`src/rtl/core/kta_pkg.sv`:
```
`default_nettype none

package kta_pkg;

   localparam int KeyCodeWidth  = 8;
   localparam int KeyValueWidth = 2;
   localparam int CharWidth     = 7;
   localparam int TableSize     = 58;
   localparam int TableIdxWidth = $clog2(TableSize);

   localparam logic [KeyCodeWidth-1:0] KEY_LSHIFT = 8'd42;
   localparam logic [KeyCodeWidth-1:0] KEY_RSHIFT = 8'd54;
   localparam logic [KeyCodeWidth-1:0] KEY_LCTRL  = 8'd29;
   localparam logic [KeyCodeWidth-1:0] KEY_RCTRL  = 8'd97;
   localparam logic [KeyCodeWidth-1:0] KEY_LALT   = 8'd56;
   localparam logic [KeyCodeWidth-1:0] KEY_RALT   = 8'd100;
   localparam logic [KeyCodeWidth-1:0] KEY_CAPS   = 8'd58;
   localparam logic [KeyCodeWidth-1:0] KEY_T      = 8'd20;
   localparam logic [KeyCodeWidth-1:0] KEY_Q      = 8'd16;

   localparam logic [KeyValueWidth-1:0] KEY_VALUE_RELEASE = 2'd0;
   localparam logic [KeyValueWidth-1:0] KEY_VALUE_PRESS   = 2'd1;

   localparam logic [CharWidth-1:0] CASE_BIT  = 7'h20;
   localparam logic [CharWidth-1:0] CTRL_MASK = 7'h1f;
   localparam logic [CharWidth-1:0] CHAR_NONE = 7'h00;

   typedef enum logic [1:0] {
      HOTKEY_NONE     = 2'd0,
      HOTKEY_TERMINAL = 2'd1,
      HOTKEY_QUIT     = 2'd2
   } hotkey_type;

   function automatic logic is_letter(input logic [CharWidth-1:0] c);
      return ((c >= 7'h61) && (c <= 7'h7a)) || ((c >= 7'h41) && (c <= 7'h5a));
   endfunction

   function automatic logic [CharWidth-1:0] plain_char(input logic [TableIdxWidth-1:0] idx);
      logic [CharWidth-1:0] c;
      case (idx)
         6'd1:  c = 7'h1b;
         6'd2:  c = 7'h31;
         6'd3:  c = 7'h32;
         6'd4:  c = 7'h33;
         6'd5:  c = 7'h34;
         6'd6:  c = 7'h35;
         6'd7:  c = 7'h36;
         6'd8:  c = 7'h37;
         6'd9:  c = 7'h38;
         6'd10: c = 7'h39;
         6'd11: c = 7'h30;
         6'd12: c = 7'h2d;
         6'd13: c = 7'h3d;
         6'd14: c = 7'h08;
         6'd15: c = 7'h09;
         6'd16: c = 7'h71;
         6'd17: c = 7'h77;
         6'd18: c = 7'h65;
         6'd19: c = 7'h72;
         6'd20: c = 7'h74;
         6'd21: c = 7'h79;
         6'd22: c = 7'h75;
         6'd23: c = 7'h69;
         6'd24: c = 7'h6f;
         6'd25: c = 7'h70;
         6'd26: c = 7'h5b;
         6'd27: c = 7'h5d;
         6'd28: c = 7'h0a;
         6'd30: c = 7'h61;
         6'd31: c = 7'h73;
         6'd32: c = 7'h64;
         6'd33: c = 7'h66;
         6'd34: c = 7'h67;
         6'd35: c = 7'h68;
         6'd36: c = 7'h6a;
         6'd37: c = 7'h6b;
         6'd38: c = 7'h6c;
         6'd39: c = 7'h3b;
         6'd40: c = 7'h27;
         6'd41: c = 7'h60;
         6'd43: c = 7'h5c;
         6'd44: c = 7'h7a;
         6'd45: c = 7'h78;
         6'd46: c = 7'h63;
         6'd47: c = 7'h76;
         6'd48: c = 7'h62;
         6'd49: c = 7'h6e;
         6'd50: c = 7'h6d;
         6'd51: c = 7'h2c;
         6'd52: c = 7'h2e;
         6'd53: c = 7'h2f;
         6'd55: c = 7'h2a;
         6'd57: c = 7'h20;
         default: c = CHAR_NONE;
      endcase
      return c;
   endfunction

   function automatic logic [CharWidth-1:0] shifted_char(input logic [TableIdxWidth-1:0] idx);
      logic [CharWidth-1:0] p;
      logic [CharWidth-1:0] c;
      p = plain_char(idx);
      case (idx)
         6'd2:  c = 7'h21;
         6'd3:  c = 7'h40;
         6'd4:  c = 7'h23;
         6'd5:  c = 7'h24;
         6'd6:  c = 7'h25;
         6'd7:  c = 7'h5e;
         6'd8:  c = 7'h26;
         6'd9:  c = 7'h2a;
         6'd10: c = 7'h28;
         6'd11: c = 7'h29;
         6'd12: c = 7'h5f;
         6'd13: c = 7'h2b;
         6'd26: c = 7'h7b;
         6'd27: c = 7'h7d;
         6'd39: c = 7'h3a;
         6'd40: c = 7'h22;
         6'd41: c = 7'h7e;
         6'd43: c = 7'h7c;
         6'd51: c = 7'h3c;
         6'd52: c = 7'h3e;
         6'd53: c = 7'h3f;
         default: c = is_letter(p) ? (p ^ CASE_BIT) : p;
      endcase
      return c;
   endfunction

endpackage

`default_nettype wire

```
`src/rtl/core/keycode_to_ascii_translator.sv`:
```
// Translates key events (Linux key code plus release, press or autorepeat value) into one
// result item each: a forward flag, the typed ASCII character under a US layout and a hotkey
// code. Shift, ctrl, alt and caps lock are tracked internally; modifier events are consumed,
// and ctrl+alt presses of T and Q report the terminal and quit hotkeys. An item is accepted
// every cycle unless backpressure has filled both registers: the item waits in the input
// register, and the table lookup and modifier update load the result register once it is
// free. The result register holds under backpressure while the input register still takes
// one more item.
`default_nettype none

module keycode_to_ascii_translator (
   input  wire logic                                clock,
   input  wire logic                                reset,
   input  wire logic                                req_valid,
   output logic                                     req_ready,
   input  wire logic [kta_pkg::KeyCodeWidth-1:0]    req_key_code,
   input  wire logic [kta_pkg::KeyValueWidth-1:0]   req_key_value,
   output logic                                     rsp_valid,
   input  wire logic                                rsp_ready,
   output logic                                     rsp_forward,
   output logic [kta_pkg::CharWidth-1:0]            rsp_character,
   output logic [1:0]                               rsp_hotkey
);

   logic                                   in_valid_ff;
   logic [kta_pkg::KeyCodeWidth-1:0]       key_code_ff;
   logic [kta_pkg::KeyValueWidth-1:0]      key_value_ff;

   logic                                   out_valid_ff;
   logic                                   forward_ff;
   logic                                   forward_in;
   logic [kta_pkg::CharWidth-1:0]          character_ff;
   logic [kta_pkg::CharWidth-1:0]          character_in;
   kta_pkg::hotkey_type                    hotkey_ff;
   kta_pkg::hotkey_type                    hotkey_in;

   logic                                   shift_ff, shift_in;
   logic                                   ctrl_ff, ctrl_in;
   logic                                   alt_ff, alt_in;
   logic                                   caps_ff, caps_in;

   logic                                   out_free;
   logic                                   advance;
   logic                                   down;
   logic                                   is_press;
   logic                                   is_shift, is_ctrl, is_alt, is_caps;
   logic [kta_pkg::TableIdxWidth-1:0]      table_idx;
   logic [kta_pkg::CharWidth-1:0]          base_char;
   logic [kta_pkg::CharWidth-1:0]          case_char;
   logic [kta_pkg::CharWidth-1:0]          typed_char;

   assign out_free  = !out_valid_ff || rsp_ready;
   assign advance   = in_valid_ff && out_free;
   assign req_ready = !in_valid_ff || out_free;

   assign down     = (key_value_ff != kta_pkg::KEY_VALUE_RELEASE);
   assign is_press = (key_value_ff == kta_pkg::KEY_VALUE_PRESS);
   assign is_shift = (key_code_ff == kta_pkg::KEY_LSHIFT) || (key_code_ff == kta_pkg::KEY_RSHIFT);
   assign is_ctrl  = (key_code_ff == kta_pkg::KEY_LCTRL) || (key_code_ff == kta_pkg::KEY_RCTRL);
   assign is_alt   = (key_code_ff == kta_pkg::KEY_LALT) || (key_code_ff == kta_pkg::KEY_RALT);
   assign is_caps  = (key_code_ff == kta_pkg::KEY_CAPS);

   assign table_idx = key_code_ff[kta_pkg::TableIdxWidth-1:0];

   always_comb begin
      if (key_code_ff >= kta_pkg::KeyCodeWidth'(kta_pkg::TableSize)) begin
         base_char = kta_pkg::CHAR_NONE;
      end else if (shift_ff) begin
         base_char = kta_pkg::shifted_char(table_idx);
      end else begin
         base_char = kta_pkg::plain_char(table_idx);
      end
      case_char  = (caps_ff && kta_pkg::is_letter(base_char)) ? (base_char ^ kta_pkg::CASE_BIT)
                                                              : base_char;
      typed_char = (ctrl_ff && kta_pkg::is_letter(case_char)) ? (case_char & kta_pkg::CTRL_MASK)
                                                              : case_char;
   end

   always_comb begin
      shift_in     = shift_ff;
      ctrl_in      = ctrl_ff;
      alt_in       = alt_ff;
      caps_in      = caps_ff;
      forward_in   = 1'b0;
      character_in = kta_pkg::CHAR_NONE;
      hotkey_in    = kta_pkg::HOTKEY_NONE;
      if (is_shift) begin
         shift_in = down;
      end else if (is_ctrl) begin
         ctrl_in = down;
      end else if (is_alt) begin
         alt_in = down;
      end else if (is_caps) begin
         caps_in = caps_ff ^ is_press;
      end else if (ctrl_ff && alt_ff && is_press && (key_code_ff == kta_pkg::KEY_T)) begin
         hotkey_in = kta_pkg::HOTKEY_TERMINAL;
      end else if (ctrl_ff && alt_ff && is_press && (key_code_ff == kta_pkg::KEY_Q)) begin
         hotkey_in = kta_pkg::HOTKEY_QUIT;
      end else begin
         forward_in   = 1'b1;
         character_in = down ? typed_char : kta_pkg::CHAR_NONE;
      end
   end

   always_ff @(posedge clock) begin
      if (reset) begin
         in_valid_ff  <= 1'b0;
         out_valid_ff <= 1'b0;
         shift_ff     <= 1'b0;
         ctrl_ff      <= 1'b0;
         alt_ff       <= 1'b0;
         caps_ff      <= 1'b0;
      end else begin
         if (req_ready) begin
            in_valid_ff <= req_valid;
         end
         if (out_free) begin
            out_valid_ff <= in_valid_ff;
         end
         if (advance) begin
            shift_ff <= shift_in;
            ctrl_ff  <= ctrl_in;
            alt_ff   <= alt_in;
            caps_ff  <= caps_in;
         end
      end
   end

   always_ff @(posedge clock) begin
      if (req_ready && req_valid) begin
         key_code_ff  <= req_key_code;
         key_value_ff <= req_key_value;
      end
      if (advance) begin
         forward_ff   <= forward_in;
         character_ff <= character_in;
         hotkey_ff    <= hotkey_in;
      end
   end

   assign rsp_valid     = out_valid_ff;
   assign rsp_forward   = forward_ff;
   assign rsp_character = character_ff;
   assign rsp_hotkey    = hotkey_ff;

endmodule

`default_nettype wire

```
`config.mk`:
```
export PLATFORM = sky130hd
export DESIGN_NAME = keycode_to_ascii_translator
export DESIGN_NICKNAME = d
export VERILOG_FILES = /design/src/rtl/core/kta_pkg.sv /design/src/rtl/core/keycode_to_ascii_translator.sv
export SDC_FILE = /design/constraint.sdc
export NUM_CORES = 1
export LEC_CHECK = 0
export BUFFER_PORTS_ARGS = -buffer_cell sky130_fd_sc_hd__buf_2
export CAP_MARGIN = 30
export CELL_PAD_IN_SITES_DETAIL_PLACEMENT = 1
export CELL_PAD_IN_SITES_GLOBAL_PLACEMENT = 2
export CORE_ASPECT_RATIO = 1.5
export CORE_MARGIN = 8
export CORE_UTILIZATION = 39
export DETAILED_ROUTE_END_ITERATION = 7
export PLACE_DENSITY_LB_ADDON = 0.1
export SLEW_MARGIN = 10
export SYNTH_ARGS = -nofsm -noshare
export SYNTH_HDL_FRONTEND = slang
export SYNTH_SLANG_ARGS = --single-unit
```
`constraint.sdc`:
```
create_clock -name clock -period 8.47 [get_ports clock]
set_input_delay 1.2705 -clock clock [delete_from_list [all_inputs] [get_ports clock]]
set_output_delay 1.2705 -clock clock [all_outputs]
set_load 0.02 [all_outputs]
```
==> results of run 1 <==
## layout make-up
type,count,area [sq um],area share (%)
timing repair buffer,31,170,5.60
clock inverter,3,65.1,2.14
multi-input combinational,268,1730,57.1
sequential,33,861,28.3
clock buffer,5,68.8,2.27
tap,78,97.6,3.21
inverter,11,41.3,1.36
## worst min path at each step
stage | from | to | slack, ns | cells after the start
6_report | in_valid_ff$_SDFFE_PP0N_ | rsp_valid$_SDFFE_PP0P_ | 0.47 | 2
3_3_place_gp | in_valid_ff$_SDFFE_PP0N_ | rsp_valid$_SDFFE_PP0P_ | 0.45 | 2
4_1_cts | in_valid_ff$_SDFFE_PP0N_ | rsp_valid$_SDFFE_PP0P_ | 0.47 | 2
3_5_place_dp | in_valid_ff$_SDFFE_PP0N_ | rsp_valid$_SDFFE_PP0P_ | 0.46 | 2
5_1_grt | in_valid_ff$_SDFFE_PP0N_ | rsp_valid$_SDFFE_PP0P_ | 0.51 | 2
2_1_floorplan | in_valid_ff$_SDFFE_PP0N_ | rsp_valid$_SDFFE_PP0P_ | 0.43 | 2
## synthesized netlist by cell type (2+ instances only)
| cell | count | area share, % |
|---|---|---|
| a21oi_1 | 23 | 4.2 |
| o221ai_1 | 3 | 0.96 |
| nor2_1 | 39 | 5.3 |
| a211oi_1 | 5 | 1.4 |
| and3_1 | 2 | 0.46 |
| inv_1 | 11 | 1.5 |
| nor4_1 | 2 | 0.46 |
| o211ai_1 | 8 | 2.2 |
| a311oi_1 | 2 | 0.64 |
| nor3b_1 | 3 | 0.82 |
| nand3b_1 | 7 | 1.9 |
| mux2_2 | 3 | 1.2 |
| a21oi_4 | 2 | 1.2 |
| a211o_1 | 2 | 0.64 |
| dfxtp_1 | 13 | 9.5 |
| a31oi_1 | 6 | 1.4 |
| and3b_1 | 2 | 0.64 |
| a221oi_1 | 2 | 0.64 |
| ha_1 | 10 | 4.6 |
| o31ai_1 | 3 | 0.82 |
| buf_1 | 3 | 0.41 |
| nand2b_1 | 6 | 1.4 |
| nand3_1 | 13 | 2.4 |
| o22ai_1 | 4 | 0.91 |
| nor2b_1 | 4 | 0.91 |
| o311ai_0 | 2 | 0.64 |
| or2b_1 | 2 | 0.55 |
| o21a_1 | 2 | 0.55 |
| buf_6 | 3 | 1.2 |
| a21o_1 | 4 | 1.1 |
| mux2i_1 | 8 | 2.9 |
| nand2_1 | 35 | 4.8 |
| buf_2 | 4 | 0.73 |
| or4_1 | 2 | 0.55 |
| nor3_1 | 11 | 2.0 |
| o21ai_0 | 19 | 3.5 |
| clkbuf_1 | 8 | 1.1 |
| nor4b_1 | 4 | 1.3 |
| edfxtp_1 | 20 | 22 |
| or3_1 | 2 | 0.46 |
## cell families after synthesis
kind of cell | after synthesis | synth area share [%]
AO/OA/AOI/OAI | 102 | 26.2
XOR/XNOR | 1 | 0.319
adder cells (fa/ha/maj) | 10 | 4.56
buffers and inverters | 30 | 5.47
flip-flops | 33 | 31.4
multiplexers | 12 | 4.97
AND/OR/NAND/NOR | 143 | 27.1
## per-stage QoR
stage	setup slack (ns)	cells	total power [W]	instance area (sq um)
2_1_floorplan	4.53	331	0.000284	2740
3_3_place_gp	4.14	420	0.000319	2900
3_5_place_dp	4.01	420	0.000321	2900
4_1_cts	4.28	428	0.000499	3030
5_1_grt	4.57	429	0.000523	3040
6_report	4.84	429	0.000496	3040
## per-layer routing
| layer | GRT usage, % | vias to the layer above | part of all wire, % |
|---|---|---|---|
| li1 | - | 1279 | - |
| met1 | 19.5 | 1277 | 38 |
| met2 | 35.4 | 58 | 57 |
| met3 | 2.22 | 12 | 2.8 |
| met4 | 8.51 | 0 | 2.2 |
| met5 | 0 | - | 0 |
## worst register-to-register path, cell delays in order (launching register included)
cell and delay (ns):
edfxtp_1 0.92, nand2_1 0.25, a21o_1 0.24, a21o_4 0.23
a21oi_4 0.28, mux2i_1 0.40, a221oi_1 0.21, or4_1 0.54
a31oi_1 0.18
## power groups by stage
stage          sequential [W]  combinational (W)  clock (W)
5_1_grt              0.000200           0.000133   0.000189
2_1_floorplan        0.000197          0.0000870          0
3_5_place_dp         0.000202           0.000119          0
3_3_place_gp         0.000202           0.000118          0
4_1_cts              0.000198           0.000119   0.000181
6_report             0.000198           0.000120   0.000178
==> results.sh, run 1 <==
export IMPL_hold_viol=0
export IMPL_p_comb_share_pct=24.2
export IMPL_worstPathCellList="buf_2 -> nand3b_1 -> nand2_1 -> mux2i_1 -> buf_4 -> inv_1 -> ha_1 -> mux4_2 -> nor3_1 -> a21oi_1 -> o31ai_1"
export IMPL_layout_common_cells="nor2_1, nand2_1, buf_2"
export IMPL_holdWs_ns=0.470
export IMPL_gp_congestion=0.888
export IMPL_io_pins=26
export IMPL_synth_seq_area_share_pct=31.4
export IMPL_crit_path_start="rsp_ready"
export IMPL_chipHeight_um=119
export IMPL_swShare_pct=30.7
export IMPL_vias_per_cell=6.12
export IMPL_rrSetupSlack_ns=5.05
export IMPL_synth_area_sq_um=2740
export IMPL_initial_core_util_pct=40.0
export IMPL_syn_to_final_growth_pct=10.7
export IMPL_maxCapViolations=0
export IMPL_p_clk_share_pct=35.9
export IMPL_crit_type="input pin to flop"
export IMPL_netlist_instances=331
export IMPL_htree_num_levels=2
export IMPL_synth_seq_cells=33
export IMPL_clockBufferDepth=2
export IMPL_cpPeakStageDelay_ns=0.46
export IMPL_clock_skew_final_ns=0.00508
export IMPL_diodes=0
export IMPL_cp_required_ns=8.67
export IMPL_root_buffer="clkbuf_8"
export IMPL_synthDistinctLibCells=67
export IMPL_path_max_fanout=9
export IMPL_p_seq_share_pct=40.0
export IMPL_switching_power_w=0.000152
export IMPL_cts_resized=0
export IMPL_synth_ff_type="edfxtp_1"
export IMPL_cts_tree="done"
export IMPL_syn_nets=355
export IMPL_slew_viol_final=0
export IMPL_num_rows=37
export IMPL_r2r_cells=8
export IMPL_hold_class="flop to flop"
export IMPL_n_fill_cell=869
export IMPL_clock_latency_ns=0.29
export IMPL_rr_startpoint="key_code_ff[1]$_DFFE_PP_"
export IMPL_dpl_hpwl_um=6790
export IMPL_arrival_ns=3.83
export IMPL_status="finished, final reports clean"
export IMPL_ys_warn_count=0
export IMPL_p_int_w=0.000344
export IMPL_grt_pass1_vias=2816
export IMPL_grt_max_degree=27
export IMPL_dieWidth_um=84.5
export IMPL_slew_headroom_pct=34.7
export IMPL_grt_usage_pct=18.6
export IMPL_rsz0062_at_grt="false"
export IMPL_grt_pass1_wl_um=15000
export IMPL_final_core_util_pct=44.3
export IMPL_vdd_drop_max_v=0.0000642
export IMPL_layout_commonest_cell="nor2_1"
export IMPL_first_pass_iters=4
export IMPL_cts_sinks=33
export IMPL_synthArstFlopShare_pct=0
export IMPL_overflow=0
export IMPL_ant_nets=0
export IMPL_final_min_clock_period_ns=3.63
export IMPL_io_buffers=25
export IMPL_via_count=2626
export IMPL_crit_family="multiplexers"
export IMPL_drcViolationCount=0
export IMPL_cpMaxStageDelayCell="mux2i_1"
export IMPL_die_area_sq_um=10000
export IMPL_leakage_nw=1.12
export IMPL_power_density_nw_per_um2=163
export IMPL_path_clk_slew_ns=0.07
export IMPL_synth_edff_count=20
export IMPL_core_area_sq_um=6850
export IMPL_drt_iter0_drc=128
export IMPL_cts_buffers=5
export IMPL_worst_slew_pin_slew_ns=0.952
export IMPL_drive_gt1_share_pct=16.5
export IMPL_post_cts_repair_setup_buffers=0
export IMPL_critPathBufInv=3
export IMPL_fin_crit_sh_pct=42.8
export IMPL_start_kind="input pin"
export IMPL_routedWlPerCell_um=20.6
export IMPL_antenna_found_initial=0
export IMPL_ctsHoldBuffers=0
export IMPL_totalWireLength_um=8850
export IMPL_worstSetupPathDepth=11
export IMPL_r2r_end="rsp_character[5]$_SDFFCE_PP0P_"
export IMPL_fmax_mhz=276
export IMPL_fin_setup_tns_ns=0
export IMPL_finalSetupViolations=0
export IMPL_nNetsFinal=374
export IMPL_syn_area_per_cell_sq_um=8.29
export IMPL_cp_end_kind="flop"
Note: power is estimated with default switching activity, not from simulation.
==> inputs of run 2 (changes only) <==
ABC_AREA = 1   (was unset)
CORE_UTILIZATION = 33   (was 39)
clock period = 3.64 ns   (was 8.47 ns; I/O delays follow)
==> results.sh, run 2 <==
export IMPL_ys_warn_count=0
export IMPL_vdd_drop_max_v=0.000244
export IMPL_drive_gt1_share_pct=18.5
export IMPL_cts_buffers=5
export IMPL_vias_per_cell=5.24
export IMPL_io_pins=26
export IMPL_synthArstFlopShare_pct=0
export IMPL_dpl_hpwl_um=7490
export IMPL_regArea_sq_um=861
export IMPL_fin_setup_tns_ns=0
export IMPL_worstPathCellList="nor2_2 -> nand3_1 -> nand2_1 -> nor2_1 -> nand3_2 -> nor2_4 -> nor2_4 -> nand2_1 -> nand3_1 -> nand3_1 -> nor2_1 -> nor2_2 -> nand2_1 -> nand2_1 -> nand2_1 -> nor2_1"
export IMPL_nNetsFinal=455
export IMPL_root_buffer="clkbuf_16"
export IMPL_slew_viol_final=0
export IMPL_min_from="req_key_value[1]"
export IMPL_synth_area_sq_um=2660
export IMPL_overflow=0
export IMPL_cpPeakStageDelay_ns=0.53
export IMPL_slew_headroom_pct=43.2
export IMPL_via_count=2814
export IMPL_path_clk_slew_ns=0.05
export IMPL_grt_usage_pct=16.9
export IMPL_synth_ff_type="edfxtp_1"
export IMPL_synth_largest_area_cell="edfxtp_1"
export IMPL_syn_to_final_growth_pct=16.8
export IMPL_rrSetupSlack_ns=1.02
export IMPL_hold_class="input pin to flop"
export IMPL_cp_required_ns=3.68
export IMPL_multi_input_area_sq_um=1580
export IMPL_synth_seq_cells=33
export IMPL_yosysTopAreaCellShare_pct=22.6
export IMPL_cpMaxStageDelayCell="edfxtp_1"
export IMPL_hold_path_end="key_value_ff[1]$_DFFE_PP_"
export IMPL_rr_startpoint="key_code_ff[4]$_DFFE_PP_"
export IMPL_n_fill_cell=1072
export IMPL_drcViolationCount=0
export IMPL_diodes=0
export IMPL_synth_seq_area_share_pct=32.3
export IMPL_power_density_nw_per_um2=390
export IMPL_post_cts_repair_setup_buffers=0
export IMPL_netlist_instances=398
export IMPL_netlist_top_cells_count="nand2_1, nor2_1, inv_1"
export IMPL_holdPathStages=1
export IMPL_path_max_fanout=8
export IMPL_io_buffers=25
export IMPL_fmax_mhz=382
export IMPL_synth_most_common_cell="nand2_1"
export IMPL_routedWlPerCell_um=16.8
export IMPL_hold_viol=0
export IMPL_start_kind="flop"
export IMPL_grt_max_degree=14
export IMPL_r2r_cells=16
export IMPL_num_rows=40
export IMPL_worst_slew_pin_slew_ns=0.843
export IMPL_r2r_end="rsp_character[5]$_SDFFCE_PP0P_"
export IMPL_antenna_found_initial=0
export IMPL_syn_nets=422
export IMPL_rsz0062_at_grt="false"
export IMPL_cts_resized=0
export IMPL_crit_top_cell="nand2_1"
export IMPL_cts_tree="done"
export IMPL_maxCapViolations=0
export IMPL_leakage_nw=1.45
export IMPL_core_area_sq_um=7910
export IMPL_ant_nets=0
export IMPL_gp_congestion=0.902
export IMPL_drt_iter0_drc=87
export IMPL_totalWireLength_um=9030
export IMPL_htree_num_levels=2
export IMPL_crit_type="flop to flop"
export IMPL_clock_skew_final_ns=0.00309
export IMPL_grt_pass1_wl_um=14500
export IMPL_die_area_sq_um=11300
export IMPL_final_min_clock_period_ns=2.62
export IMPL_ys_top_cells_by_area="edfxtp_1, nand2_1, dfxtp_1, nor2_1, nand3_1"
export IMPL_chipHeight_um=126
export IMPL_holdWs_ns=0.435
export IMPL_synth_edff_count=20
export IMPL_clockBufferDepth=2
export IMPL_layout_commonest_cell="nand2_1"
export IMPL_grt_pass1_vias=2999
export IMPL_dieWidth_um=89.3
export IMPL_synthDistinctLibCells=35
export IMPL_cts_sinks=33
export IMPL_first_pass_iters=4
export IMPL_arrival_ns=2.66
export IMPL_fin_crit_sh_pct=71.9
export IMPL_finalSetupViolations=0
export IMPL_syn_area_per_cell_sq_um=6.69
export IMPL_clock_latency_ns=0.28
export IMPL_status="finished, final reports clean"
export IMPL_cp_end_kind="flop"
export IMPL_ctsHoldBuffers=0
export IMPL_initial_core_util_pct=33.7
export IMPL_layout_common_cells="nand2_1, nor2_1, inv_1"
-- run 2: cell families (layout without fill, tap and decap cells) --
logic type	count (synthesis)	in the layout	synth area share, %
compound gates	63	63	14.3
buf+inv	58	92	8.27
flops	33	33	32.3
simple gates	234	234	40.3
fa+ha+maj	10	10	4.70
-- run 2: area by class of cell --
cell class / count / area share [%]
clock buffer: 6 / 4.14
clock inverter: 2 / 1.09
inverter: 52 / 6.32
multi-input combinational: 307 / 50.8
sequential: 33 / 27.7
tap: 105 / 4.23
timing repair buffer: 32 / 5.71
-- run 2: how the worst max path moves through the flow --
stage	endpoint	slack, ns	from
after detailed placement	flop	0.76	rsp_ready
after global routing	rsp_character[5]$_SDFFCE_PP0P_	0.75	key_code_ff[4]$_DFFE_PP_
after global placement	flop	0.93	rsp_ready
after floorplan	flop	0.90	rsp_ready
final	rsp_character[5]$_SDFFCE_PP0P_	1.02	key_code_ff[4]$_DFFE_PP_
after CTS	rsp_character[5]$_SDFFCE_PP0P_	1.03	key_code_ff[4]$_DFFE_PP_
-- run 2: report_power, final --
| part | switching (W) | total, W | internal (W) |
|---|---|---|---|
| Clock | 0.000153 | 0.000473 | 0.000320 |
| Sequential | 0.0000277 | 0.000455 | 0.000427 |
| Combinational | 0.000195 | 0.000286 | 0.0000912 |
-- run 2: critical path, delay by kind of cell (launching register included) --
kind          cells  cell delay, ns
simple gates     16            1.83
flops             1            0.53
-- run 2: routing by layer --
| metal | up-vias | wire length, um | GRT usage [%] |
|---|---|---|---|
| met5 | - | 0 | 0 |
| met3 | 26 | 262 | 2.54 |
| met4 | 0 | 410 | 9.65 |
| met1 | 1348 | 3290 | 15.4 |
| li1 | 1380 | - | - |
| met2 | 60 | 5060 | 33.1 |
-- run 2: stage by stage --
step | area (sq um) | instances | power [W] | setup WS, ns | util, %
floorplan | 2660 | 398 | 0.000652 | 0.902 | -
global placement | 2950 | 529 | 0.000745 | 0.931 | 37.3
detailed placement | 2950 | 529 | 0.000749 | 0.757 | 37.3
CTS | 3110 | 537 | 0.00122 | 1.03 | 39.3
global route | 3110 | 537 | 0.00127 | 0.754 | 39.3
finish | 3110 | 537 | 0.00121 | 1.02 | 39.3
==> inputs of run 3 (changes only) <==
CORE_UTILIZATION = 30   (was 33)
clock period = 2.4 ns   (was 3.64 ns; I/O delays follow)
==> results.sh, run 3 (synthesis gave the netlist of run 2 again) <==
export IMPL_status="complete, but fails checks"
export IMPL_violations="setup timing"
export IMPL_clock_skew_final_ns=0.00621
export IMPL_start_kind="flop"
export IMPL_p_int_w=0.00129
export IMPL_num_rows=42
export IMPL_cp_required_ns=2.44
export IMPL_via_count=3042
export IMPL_die_area_sq_um=12200
export IMPL_dieWidth_um=92.9
export IMPL_switching_power_w=0.000615
export IMPL_cpPeakStageDelay_ns=0.50
export IMPL_rr_startpoint="key_code_ff[5]$_DFFE_PP_"
export IMPL_maxCapViolations=0
export IMPL_drive_gt1_share_pct=36.0
export IMPL_ctsHoldBuffers=0
export IMPL_place_ws_ns=-0.0765
export IMPL_cts_tree="done"
export IMPL_layout_common_cells="nand2_1, buf_4, nor2_1"
export IMPL_hold_class="input pin to flop"
export IMPL_grt_max_degree=17
export IMPL_dpl_hpwl_um=7810
export IMPL_root_buffer="clkbuf_16"
export IMPL_layout_commonest_cell="nand2_1"
export IMPL_vias_per_cell=5.03
export IMPL_hold_viol=0
export IMPL_p_total_w=0.00190
export IMPL_finalSetupViolations=2
export IMPL_gp_congestion=0.864
export IMPL_path_clk_slew_ns=0.06
export IMPL_fin_crit_sh_pct=103
export IMPL_dp_cells=575
export IMPL_cp_end_kind="flop"
export IMPL_first_pass_iters=4
export IMPL_critPathBufInv=2
export IMPL_arrival_ns=2.51
export IMPL_leakage_nw=1.77
export IMPL_power_density_nw_per_um2=507
export IMPL_p_comb_share_pct=29.8
export IMPL_layout_cells_non_filler=605
export IMPL_rsz0062_at_grt="true"
export IMPL_crit_type="flop to flop"
export IMPL_crit_path_start="key_code_ff[5]$_DFFE_PP_"
export IMPL_clock_latency_ns=0.28
export IMPL_nNetsFinal=518
export IMPL_cts_buffers=5
export IMPL_ant_nets=0
export IMPL_swShare_pct=32.4
export IMPL_crit_top_cell="nand2_1"
export IMPL_p_clk_share_pct=34.2
export IMPL_p_seq_share_pct=36.0
export IMPL_path_max_fanout=8
export IMPL_final_min_clock_period_ns=2.47
export IMPL_holdWs_ns=0.248
export IMPL_worst_slew_pin_slew_ns=0.601
export IMPL_io_buffers=25
export IMPL_routedWlPerCell_um=16.2
export IMPL_vdd_drop_max_v=0.000370
export IMPL_fmax_mhz=406
export IMPL_core_area_sq_um=8720
export IMPL_grt_pass1_vias=3273
export IMPL_drcViolationCount=0
export IMPL_initial_core_util_pct=30.5
export IMPL_antenna_found_initial=0
export IMPL_setup_ws_ns=-0.0659
export IMPL_chipHeight_um=131
export IMPL_syn_to_final_growth_pct=41.0
export IMPL_totalWireLength_um=9810
export IMPL_slew_headroom_pct=59.9
export IMPL_cpMaxStageDelayCell="edfxtp_1"
export IMPL_cts_sinks=33
export IMPL_worstPathCellList="buf_6 -> nor2_4 -> nand2_1 -> nand2_1 -> nor2_2 -> nand3_2 -> nor2_4 -> nor2_4 -> nand3_1 -> nand3_2 -> buf_4 -> nand2_1 -> a21oi_2 -> nand3_1 -> nand2_1 -> nor2_1"
export IMPL_io_pins=26
export IMPL_crit_family="simple AND/OR/NAND/NOR gates"
export IMPL_htree_num_levels=2
export IMPL_slew_viol_final=0
export IMPL_drt_iter0_drc=69
export IMPL_overflow=0
export IMPL_grt_pass1_wl_um=15900
export IMPL_diodes=0
export IMPL_min_from="req_key_code[7]"
export IMPL_grt_usage_pct=16.2
export IMPL_clockBufferDepth=2
[run 3: power groups by stage]
| stage | Combinational (W) | Clock (W) | Sequential (W) |
|---|---|---|---|
| after floorplan | 0.000290 | 0 | 0.000700 |
| after global routing | 0.000623 | 0.000682 | 0.000691 |
| after CTS | 0.000520 | 0.000666 | 0.000685 |
| after global placement | 0.000487 | 0 | 0.000699 |
| final | 0.000566 | 0.000650 | 0.000685 |
| after detailed placement | 0.000489 | 0 | 0.000700 |
[run 3: worst reg2reg max path, delay by kind of cell, from the launching register on]
kind | cells | cell delay, ns
buffers and inverters | 2 | 0.30
flip-flops | 1 | 0.50
AND/OR/NAND/NOR | 13 | 1.31
AO/OA/AOI/OAI | 1 | 0.16
[run 3: path summary, 6_finish.rpt]
check | endpoint | slack, ns | cells past startpoint
worst max-delay path | rsp_character[5]$_SDFFCE_PP0P_ | -0.07 | 16
worst min-delay path | key_code_ff[7]$_DFFE_PP_ | 0.25 | 1
worst max register to register | rsp_character[5]$_SDFFCE_PP0P_ | -0.07 | 16
worst min register to register | alt_ff$_SDFFE_PP0P_ | 0.50 | 2
[run 3: area by class of cell]
cell class / count / area, sq um
clock buffers: 8 / 146
fillers: 1145 / 4970
inverters: 52 / 204
multi-input cells: 307 / 1730
flip-flops and latches: 33 / 861
well taps: 110 / 138
repair buffers: 95 / 669
[run 3: metal layers]
layer / GRT usage [%] / routed length (um) / vias up
met5: 0 / 0 / -
met3: 2.05 / 231 / 22
met1: 15.4 / 3600 / 1465
li1: - / - / 1505
met2: 32.3 / 5650 / 50
met4: 7.74 / 335 / 0
[run 3: timing repair]
| action | in CTS | in global routing |
|---|---|---|
| buffers inserted | 10 | 12 |
| endpoints found under the setup margin | 2 | 14 |
| pin swaps | 9 | 12 |
| gates resized for setup | 15 | 35 |
[run 3: stage by stage]
| stage | util [%] | instance area (sq um) | TNS (ns) |
|---|---|---|---|
| after floorplan | - | 2670 | 0 |
| after global placement | 37.4 | 3270 | -0.101 |
| after detailed placement | 37.4 | 3270 | -0.156 |
| after CTS | 40.7 | 3550 | 0 |
| after global routing | 43.0 | 3750 | -0.470 |
| final | 43.0 | 3750 | -0.108 |
